===== config.mk =====
export PLATFORM = sky130hd
export DESIGN_NAME = keypad_code_lock_controller
export DESIGN_NICKNAME = d
export VERILOG_FILES = /design/src/design/kclc_pkg.sv /design/src/design/keypad_code_lock_controller.sv
export SDC_FILE = /design/constraint.sdc
export NUM_CORES = 1
export LEC_CHECK = 0
export ABC_AREA = 1
export ABC_CLOCK_PERIOD_IN_PS = 7200
export BUFFER_PORTS_ARGS = -buffer_cell sky130_fd_sc_hd__clkbuf_2
export CORE_MARGIN = 2
export CORE_UTILIZATION = 62
export DETAILED_ROUTE_END_ITERATION = 10
export PLACE_DENSITY = 0.88
export SETUP_SLACK_MARGIN = 0.02
export SKIP_LAST_GASP = 1
export SLEW_MARGIN = 40
export SYNTH_ARGS = -nofsm -noshare
export SYNTH_HDL_FRONTEND = slang
export SYNTH_SLANG_ARGS = --single-unit

===== constraint.sdc =====
create_clock -name clk_i -period 7.2 [get_ports clk_i]
set_input_delay 0.72 -clock clk_i [delete_from_list [all_inputs] [get_ports clk_i]]
set_output_delay 0.72 -clock clk_i [all_outputs]
set_load 0.01 [all_outputs]

===== src/design/kclc_pkg.sv =====
// Shared types and constants of the keypad code lock controller.
package kclc_pkg;

  // Key event codes carried in the action field.
  localparam logic [1:0] ACT_DIGIT = 2'd0;
  localparam logic [1:0] ACT_DOWN  = 2'd1;
  localparam logic [1:0] ACT_ENTER = 2'd2;
  localparam logic [1:0] ACT_TICK  = 2'd3;

  // Menu options.
  localparam logic [1:0] MENU_ENTER  = 2'd0;
  localparam logic [1:0] MENU_SET    = 2'd1;
  localparam logic [1:0] MENU_CHANGE = 2'd2;
  localparam logic [1:0] MENU_SOUND  = 2'd3;

  // Result status codes.
  localparam logic [3:0] ST_NONE        = 4'd0;
  localparam logic [3:0] ST_MENU_MOVED  = 4'd1;
  localparam logic [3:0] ST_ENTRY_START = 4'd2;
  localparam logic [3:0] ST_DIGIT_TAKEN = 4'd3;
  localparam logic [3:0] ST_STORED      = 4'd4;
  localparam logic [3:0] ST_ALREADY_SET = 4'd5;
  localparam logic [3:0] ST_SET_FIRST   = 4'd6;
  localparam logic [3:0] ST_OPENED      = 4'd7;
  localparam logic [3:0] ST_WRONG       = 4'd8;
  localparam logic [3:0] ST_WRONG_LOCK  = 4'd9;
  localparam logic [3:0] ST_LOCK_IGNORE = 4'd10;
  localparam logic [3:0] ST_RELEASED    = 4'd11;
  localparam logic [3:0] ST_OLD_OK      = 4'd12;
  localparam logic [3:0] ST_SOUND_TOGG  = 4'd13;

  // Configuration register map.
  localparam int unsigned CFG_IDX_W   = 1;
  localparam int unsigned CFG_DATA_W  = 24;
  localparam logic [CFG_IDX_W-1:0] CFG_MAX_WRONG  = 1'd0;
  localparam logic [CFG_IDX_W-1:0] CFG_LOCK_TICKS = 1'd1;

  localparam logic [3:0]  MAX_WRONG_RST  = 4'd3;
  localparam logic [23:0] LOCK_TICKS_RST = 24'd10000;
  localparam logic [3:0]  WRONG_SAT      = 4'd15;

  // Entry mode of the keypad sequencer.
  typedef enum logic [4:0] {
    MODE_IDLE   = 5'b00001,
    MODE_UNLOCK = 5'b00010,
    MODE_SET    = 5'b00100,
    MODE_OLD    = 5'b01000,
    MODE_NEW    = 5'b10000
  } kclc_mode_e;

  typedef struct packed {
    logic [1:0] action;
    logic [3:0] digit;
  } kclc_in_t;

  typedef struct packed {
    logic [3:0] status;
    logic [1:0] menu;
    logic [2:0] digits_entered;
    logic       door_open;
    logic       locked;
    logic       sound_on;
    logic       beep;
  } kclc_out_t;

endpackage


===== src/design/keypad_code_lock_controller.sv =====
// Top level of the keypad code lock controller: event decode, lock state and result register.
//
//   Channel  Direction  Handshake               Payload
//   in       input      in_valid_i / in_stall_o  kclc_in_t  (action, digit)
//   out      output     out_valid_o/out_stall_i  kclc_out_t (status ... beep)
//   cfg      input      cfg_we_i                 cfg_index_i, cfg_data_i
//
// Each key or tick event is handled in one pass of logic: the state update and the result
// are computed together and the result lands in the output register at the accept edge.
// A new event is accepted every cycle while the output register is empty or drains.
// A stall on the output holds the result and stalls the input in the same cycle.
// Reset returns the menu, code, entry, lockout and sound state to their initial values.
module keypad_code_lock_controller #(
  parameter int unsigned CODE_DIGITS = 4
) (
  input  logic                                  clk_i,
  input  logic                                  rst_ni,
  input  logic                                  in_valid_i,
  output logic                                  in_stall_o,
  input  kclc_pkg::kclc_in_t                    in_data_i,
  output logic                                  out_valid_o,
  input  logic                                  out_stall_i,
  output kclc_pkg::kclc_out_t                   out_data_o,
  input  logic                                  cfg_we_i,
  input  logic [kclc_pkg::CFG_IDX_W-1:0]        cfg_index_i,
  input  logic [kclc_pkg::CFG_DATA_W-1:0]       cfg_data_i
);
  import kclc_pkg::*;

  localparam int unsigned CNT_W = (CODE_DIGITS > 1) ? $clog2(CODE_DIGITS) : 1;
  localparam logic [CNT_W-1:0] LAST_POS = CNT_W'(CODE_DIGITS - 1);

  // Configuration registers.
  logic [3:0]  max_wrong_q;
  logic [23:0] lock_ticks_q;

  always_ff @(posedge clk_i or negedge rst_ni) begin
    if (!rst_ni) begin
      max_wrong_q  <= MAX_WRONG_RST;
      lock_ticks_q <= LOCK_TICKS_RST;
    end else if (cfg_we_i) begin
      if (cfg_index_i == CFG_MAX_WRONG) begin
        max_wrong_q <= cfg_data_i[3:0];
      end
      if (cfg_index_i == CFG_LOCK_TICKS) begin
        lock_ticks_q <= cfg_data_i[23:0];
      end
    end
  end

  // Lock state.
  logic [1:0]       menu_q,   menu_d;
  logic [3:0]       stored_q [CODE_DIGITS];
  logic [3:0]       stored_d [CODE_DIGITS];
  logic             set_q,    set_d;
  logic [3:0]       buf_q    [CODE_DIGITS];
  logic [3:0]       buf_d    [CODE_DIGITS];
  logic [CNT_W-1:0] cnt_q,    cnt_d;
  kclc_mode_e       mode_q,   mode_d;
  logic [3:0]       wrong_q,  wrong_d;
  logic [23:0]      lock_q,   lock_d;
  logic             sound_q,  sound_d;

  // Output register.
  logic      out_valid_q, out_valid_d;
  kclc_out_t out_q,       out_d;

  logic        accept;
  logic [3:0]  cand [CODE_DIGITS];
  logic        match;
  logic [3:0]  wrong_inc;
  logic [23:0] lock_dec;
  logic [3:0]  status;
  logic        door;
  logic        beep;

  assign in_stall_o = out_valid_q & out_stall_i;
  assign accept     = in_valid_i & ~in_stall_o;

  // The full code as it stands once the incoming digit fills the last position.
  always_comb begin
    match = 1'b1;
    for (int i = 0; i < CODE_DIGITS; i++) begin
      cand[i] = (i == CODE_DIGITS - 1) ? in_data_i.digit : buf_q[i];
      if (cand[i] != stored_q[i]) begin
        match = 1'b0;
      end
    end
  end

  assign wrong_inc = (wrong_q < WRONG_SAT) ? wrong_q + 4'd1 : wrong_q;
  assign lock_dec  = lock_q - 24'd1;

  // Event decode and next state.
  always_comb begin
    menu_d   = menu_q;
    stored_d = stored_q;
    set_d    = set_q;
    buf_d    = buf_q;
    cnt_d    = cnt_q;
    mode_d   = mode_q;
    wrong_d  = wrong_q;
    lock_d   = lock_q;
    sound_d  = sound_q;
    status   = ST_NONE;
    door     = 1'b0;
    beep     = 1'b0;

    if (in_data_i.action == ACT_TICK) begin
      if (lock_q != 24'd0) begin
        lock_d = lock_dec;
        if (lock_dec == 24'd0) begin
          wrong_d = 4'd0;
          status  = ST_RELEASED;
        end
      end
    end else if (lock_q != 24'd0) begin
      status = ST_LOCK_IGNORE;
    end else if (in_data_i.action == ACT_DOWN) begin
      if (mode_q == MODE_IDLE) begin
        menu_d = menu_q + 2'd1;
        status = ST_MENU_MOVED;
        beep   = 1'b1;
      end
    end else if (in_data_i.action == ACT_ENTER) begin
      if (mode_q == MODE_IDLE) begin
        beep = 1'b1;
        unique case (menu_q)
          MENU_ENTER: begin
            if (!set_q) begin
              status = ST_SET_FIRST;
            end else begin
              mode_d = MODE_UNLOCK;
              cnt_d  = '0;
              status = ST_ENTRY_START;
            end
          end
          MENU_SET: begin
            if (set_q) begin
              status = ST_ALREADY_SET;
            end else begin
              mode_d = MODE_SET;
              cnt_d  = '0;
              status = ST_ENTRY_START;
            end
          end
          MENU_CHANGE: begin
            if (!set_q) begin
              status = ST_SET_FIRST;
            end else begin
              mode_d = MODE_OLD;
              cnt_d  = '0;
              status = ST_ENTRY_START;
            end
          end
          default: begin
            sound_d = ~sound_q;
            status  = ST_SOUND_TOGG;
          end
        endcase
      end
    end else begin
      // Digit key: taken only while an entry is open.
      if (mode_q != MODE_IDLE && in_data_i.digit <= 4'd9) begin
        beep = 1'b1;
        if (cnt_q != LAST_POS) begin
          buf_d[cnt_q] = in_data_i.digit;
          cnt_d        = cnt_q + CNT_W'(1);
          status       = ST_DIGIT_TAKEN;
        end else begin
          cnt_d  = '0;
          mode_d = MODE_IDLE;
          unique case (mode_q) inside
            MODE_UNLOCK: begin
              if (match) begin
                status  = ST_OPENED;
                door    = 1'b1;
                wrong_d = 4'd0;
              end else begin
                wrong_d = wrong_inc;
                if (wrong_inc >= max_wrong_q) begin
                  status = ST_WRONG_LOCK;
                  lock_d = (lock_ticks_q != 24'd0) ? lock_ticks_q : 24'd1;
                end else begin
                  status = ST_WRONG;
                end
              end
            end
            MODE_SET, MODE_NEW: begin
              stored_d = cand;
              set_d    = 1'b1;
              status   = ST_STORED;
            end
            MODE_OLD: begin
              if (match) begin
                status = ST_OLD_OK;
                mode_d = MODE_NEW;
              end else begin
                status = ST_WRONG;
              end
            end
            default: begin
              mode_d = MODE_IDLE;
            end
          endcase
        end
      end
    end
  end

  // Result assembled from the post-event state.
  always_comb begin
    out_d.status         = status;
    out_d.menu           = menu_d;
    out_d.digits_entered = 3'(cnt_d);
    out_d.door_open      = door;
    out_d.locked         = (lock_d != 24'd0);
    out_d.sound_on       = sound_d;
    out_d.beep           = beep;
  end

  assign out_valid_d = accept | (out_valid_q & out_stall_i);

  // State registers update on each accepted transaction.
  always_ff @(posedge clk_i or negedge rst_ni) begin
    if (!rst_ni) begin
      menu_q  <= '0;
      set_q   <= 1'b0;
      cnt_q   <= '0;
      mode_q  <= MODE_IDLE;
      wrong_q <= '0;
      lock_q  <= '0;
      sound_q <= 1'b1;
      for (int i = 0; i < CODE_DIGITS; i++) begin
        stored_q[i] <= '0;
      end
    end else if (accept) begin
      menu_q   <= menu_d;
      set_q    <= set_d;
      cnt_q    <= cnt_d;
      mode_q   <= mode_d;
      wrong_q  <= wrong_d;
      lock_q   <= lock_d;
      sound_q  <= sound_d;
      stored_q <= stored_d;
    end
  end

  // Entry buffer positions are always written before they are compared.
  always_ff @(posedge clk_i) begin
    if (accept) begin
      buf_q <= buf_d;
    end
  end

  // Output register and its valid flag.
  always_ff @(posedge clk_i or negedge rst_ni) begin
    if (!rst_ni) begin
      out_valid_q <= 1'b0;
    end else begin
      out_valid_q <= out_valid_d;
    end
  end

  always_ff @(posedge clk_i) begin
    if (accept) begin
      out_q <= out_d;
    end
  end

  assign out_valid_o = out_valid_q;
  assign out_data_o  = out_q;

endmodule


; Word level (Yosys, flattened, before mapping)
; Cells that the tools add are included.
[word_totals]
ramBits = 0
ff_bits = 112
memories = 0
rom_bits = 0
elab_cells = 178
latchBits = 0
out_inout_bits = 15
[op_classes]
bitwise_logic = 14
shift = 0
eq_ne = 28
mux = 81
mul = 0
div_mod_pow = 0
addsub = 4
order_cmp = 5
reduce_logical = 21
[ops]
columns = cell, count
row1 = two-way mux 24 bit, 11
row2 = two-way mux 4 bit, 22
row3 = nonzero test 24 bit, 3
row4 = two-way mux 5 bit, 9
row5 = two-way mux 2 bit, 13
row6 = zero test 24 bit, 1
row7 = subtractor 24 x 1 -> 24 bit (second input constant), 1
row8 = two-way mux 1 bit, 17
row9 = bitwise mux 16 bit, 1
row10 = != test 4 bit, 4
row11 = one-hot mux 5 bit (3 select lines), 1
row12 = != test 2 bit (second input constant), 7
row13 = one-hot mux 4 bit (3 select lines), 1
row14 = AND reduction 11 bit, 1
row15 = NOT 1 bit, 10
row16 = two-way mux 3 bit, 3
row17 = != test 3 bit (second input constant), 3
row18 = AND reduction 9 bit, 1
row19 = demux 4 bit (select 2 bit), 1
row20 = one-hot mux 4 bit (2 select lines), 1
row21 = AND reduction 8 bit, 1
row22 = AND reduction 7 bit, 1
row23 = OR reduction 7 bit, 1
row24 = equality test 2 bit (second input constant), 3
row25 = 26 further kinds, 36

; Longest topological paths before layout
[logic_depth]
word_depth = 14
depth_mapped = 22

; Least setup slack after synthesis
; No wires, ideal clock.
[synth_timing]
path_kind = register to register
start = register wrong_q[0]
end = register out_q, in the netlist out_data_o[2], data pin
setup_time_ps = 254
arrival_time_ps = 2534
slack_ps = 4412
path_buffers = 0
stages_incl_launch_ff = 22
required_time_ps = 6946
path_cell_list = dfrtp_1 -> ha_1 -> nand2_1 -> inv_1 -> nor2_1 -> inv_1 -> o21ai_0 -> inv_1 -> ha_1 -> nand4_1 -> nand3_2 -> inv_1 -> nor2_2 -> nand3_1 -> nand2_1 -> nand3_1 -> nand2_1 -> nand2_1 -> nor2_1 -> nand2_1 -> nor2_1 -> nand2_1
[synth_lines]
columns = item, line_no
row1 = start: declaration, keypad_code_lock_controller.sv:60  ; logic [3:0] wrong_q, wrong_d;
row2 = start signal: assignment, keypad_code_lock_controller.sv:242  ; wrong_q <= wrong_d;
row3 = end signal: assignment, keypad_code_lock_controller.sv:267  ; out_q <= out_d;
row4 = end: declaration, keypad_code_lock_controller.sv:66  ; kclc_out_t out_q, out_d;

==> qor.yml <==
outcome: "finished clean"
finalClockSkew_ns: 0.00788
setup_viol_count_final: 0
fin_setup_tns_ns: 0
synthToLayoutAreaGrowth_pct: 8.85
io_buffer_count: 49
syn_inst: 898
start_util: 0.629
slowest_stage: "dfrtp_1"
finalWeightedCongestion: 0.956
first_iter_violations: 549
globalRouteOverflowTotal: 0
fin_crit_sh: 0.471
cp_top_family: "simple AND/OR/NAND/NOR gates"
grt_usage: 0.278
grt_pass1_vias: 5399
worstPathMaxFanout: 10
r2r_start: "wrong_q[0]"
cts.reportedPaths.clkPinSlew_ns: 0.10
tightestPinTransition_ns: 0.804
post_cts_buffers: 0
insertion_delay_ns: 0.40
rows: 38
synthDominantCellAreaShare: 0.279
worst_r2r_endpoint: "out_data_o[2]"
yosysMostFrequentCell: "nand2_1"
cts_buffer_depth: 2
yosysWarnings: 0
yosys.area_share.simple: 0.306
hpwl_mm: 11.4
reg2reg_slack_ns: 3.81
seq_area_frac_synth: 0.421
clock.fmax_mhz: 295
antenna_found_initial: 0
synth_compound_area_frac: 0.0968
synth_mux_area_frac: 0.0268
grt_max_degree: 84
avgViaCountPerCell: 5.61
synthAdderAreaFrac: 0.0353
die_x_um: 108
hold_buffers: 0
drv_cap: 0
hold_viol: 0
synth_nets: 953
drt-total-wl_mm: 15.5
synth-edff-count: 24
die-area_mm2: 0.0117
drv_slew: 0
power_density_mw_per_mm2: 220
cts_resized: 0
avgSynthCellArea_um2: 7.50
ys_top_cells_by_count: "240 x nand2_1, 132 x inv_1, 99 x nor2_1"
grt_pass1_wl_mm: 25.3
cts_max_level: 3
path_class: "register to register"
reg2regPathDepth: 21
vias: 6088
slew_headroom: 0.461
ant_nets: 0
dpl-instance-area_mm2: 0.00711
synth_area_leader_cell: "dfrtp_1"
worstPathArrival_ns: 3.54
syn-cell-area_mm2: 0.00673
ys_seq_elements: 108
route.detailed.drc: 0
cts_made_buffers: 9
first_pass_iters: 5
clkSinkCount: 108
cts_tree: "done"
hold_class: "input pin to async pin"
diodes: 0
synth_xor_area_frac: 0.0234
crit_path_max_incr_delay_ns: 0.43
nets: 996
fp.coreArea_mm2: 0.0107
cp-start-kind: "register"
synth.area.top_cells: "dfrtp_1 28%, nand2_1 13%, edfxtp_1 11%"
synth_async_sr_flop_share: 0.778
ir_drop_mv: 0.154
wire_per_inst_um: 14.2
stdcell_area_mm2: 0.00733
path_cells: "ha_1 > nand2_1 > inv_1 > nor2_1 > inv_1 > o21ai_0 > inv_1 > ha_1 > nand4_1 > nand3_2 > inv_1 > nor2_2 > nand3_1 > nand2_1 > nand3_1 > nand2_1 > nand2_1 > nor2_1 > nand2_1 > nor2_1 > nand2_1"
final.min_clock_period_ns: 3.39
synth_top_family_by_area: "simple AND/OR/NAND/NOR gates"
final_layout_size_suffix_gt1_frac: 0.140
die_y_um: 108
critPathBufInv: 4
rsz0062_at_grt: "no"
synth_flop_cell: "dfrtp_1"
power.leakage_nw: 3.55
clockRootBuffer: "clkbuf_8"
cp.required_ns: 7.35
cpMostUsedCell: "nand2_1"
endpoint_kind: "register"
ys_types: 43
hold_ws_ns: 0.0851
pin_count: 51
-- flip-flops by register name, indices dropped and copies added, names as in the netlist --
signal	cells
set_q	1
wrong_q	4
menu_q	2
mode_q	5
lock_ticks_q	24
max_wrong_q	4
out_data_o	12
lock_q	24
out_valid_o	1
stored_q	16
sound_q	1
buf_q	12
cnt_q	2
-- worst register-to-register path: stages (launching register included) --
cell     delay, ns
dfrtp_1       0.43
ha_1          0.22
nand2_1       0.08
inv_1         0.05
nor2_1        0.08
inv_1         0.04
o21ai_0       0.23
inv_1         0.08
ha_1          0.33
nand4_1       0.12
nand3_2       0.24
inv_1         0.15
nor2_2        0.37
nand3_1       0.12
nand2_1       0.08
nand3_1       0.06
nand2_1       0.10
nand2_1       0.05
nor2_1        0.08
nand2_1       0.05
nor2_1        0.13
nand2_1       0.06
-- layout by cell type (no fill, tap or decap), types with 9 or more instances in the layout --
master	count
a21oi_1	16
clkbuf_2	48
clkbuf_8	14
dfrtp_1	75
dfstp_2	9
edfxtp_1	24
ha_1	19
inv_1	131
mux2_2	16
nand2_1	239
nand3_1	49
nand4_1	31
nor2_1	98
nor2_2	12
nor3_1	11
o21ai_0	80
xor2_1	17
-- final cells by class --
class / count / area, µm²
Tap cell: 140 / 175
Sequential cell: 108 / 2830
Timing Repair Buffer: 55 / 303
Inverter: 135 / 507
Fill cell: 888 / 3370
Clock inverter: 2 / 11.3
Clock buffer: 14 / 204
Multi-Input combinational cell: 632 / 3290
-- kinds of logic after synthesis --
kind of cell    after synthesis
compound gates              116
simple gates                462
xor+xnor                     18
flops                       108
mux                          16
buf+inv                     158
fa+ha+maj                    19
other cells                   1
-- power breakdown --
group / switching (mW) / internal [mW]
combinational: 0.300 / 0.155
sequential: 0.0675 / 0.696
clock: 0.208 / 0.185
total: 0.576 / 1.04
-- per-layer routing --
layer,up-vias,part of all wire,track usage
li1,2964,-,-
met1,2831,0.45,0.380
met2,252,0.46,0.444
met5,-,0,0
met3,41,0.064,0.0567
met4,0,0.026,0.0925
-- stage by stage --
step	utilization	setup WS [ns]	power, mW	cells
5_1_grt	0.685	3.48	1.71	1086
3_3_place_gp	0.662	3.45	1.20	1068
4_1_cts	0.685	3.82	1.61	1086
3_5_place_dp	0.664	3.85	1.22	1070
2_1_floorplan	-	4.41	1.10	898
6_report	0.685	3.81	1.61	1086
-- how the worst max path moves through the flow --
| stage | slack [ns] | depth (start not counted) | end | start |
|---|---|---|---|---|
| after global routing | 3.48 | 21 | out_data_o[2] | wrong_q[0] |
| after global placement | 3.45 | 9 | stored_q[8] | out_stall_i |
| after detailed placement | 3.85 | 22 | out_data_o[2] | wrong_q[0] |
| final | 3.81 | 21 | out_data_o[2] | wrong_q[0] |
| after CTS | 3.82 | 22 | out_data_o[2] | wrong_q[0] |
| after floorplan | 4.41 | 21 | out_data_o[2] | wrong_q[0] |
Power figures use the tool's default switching activity.
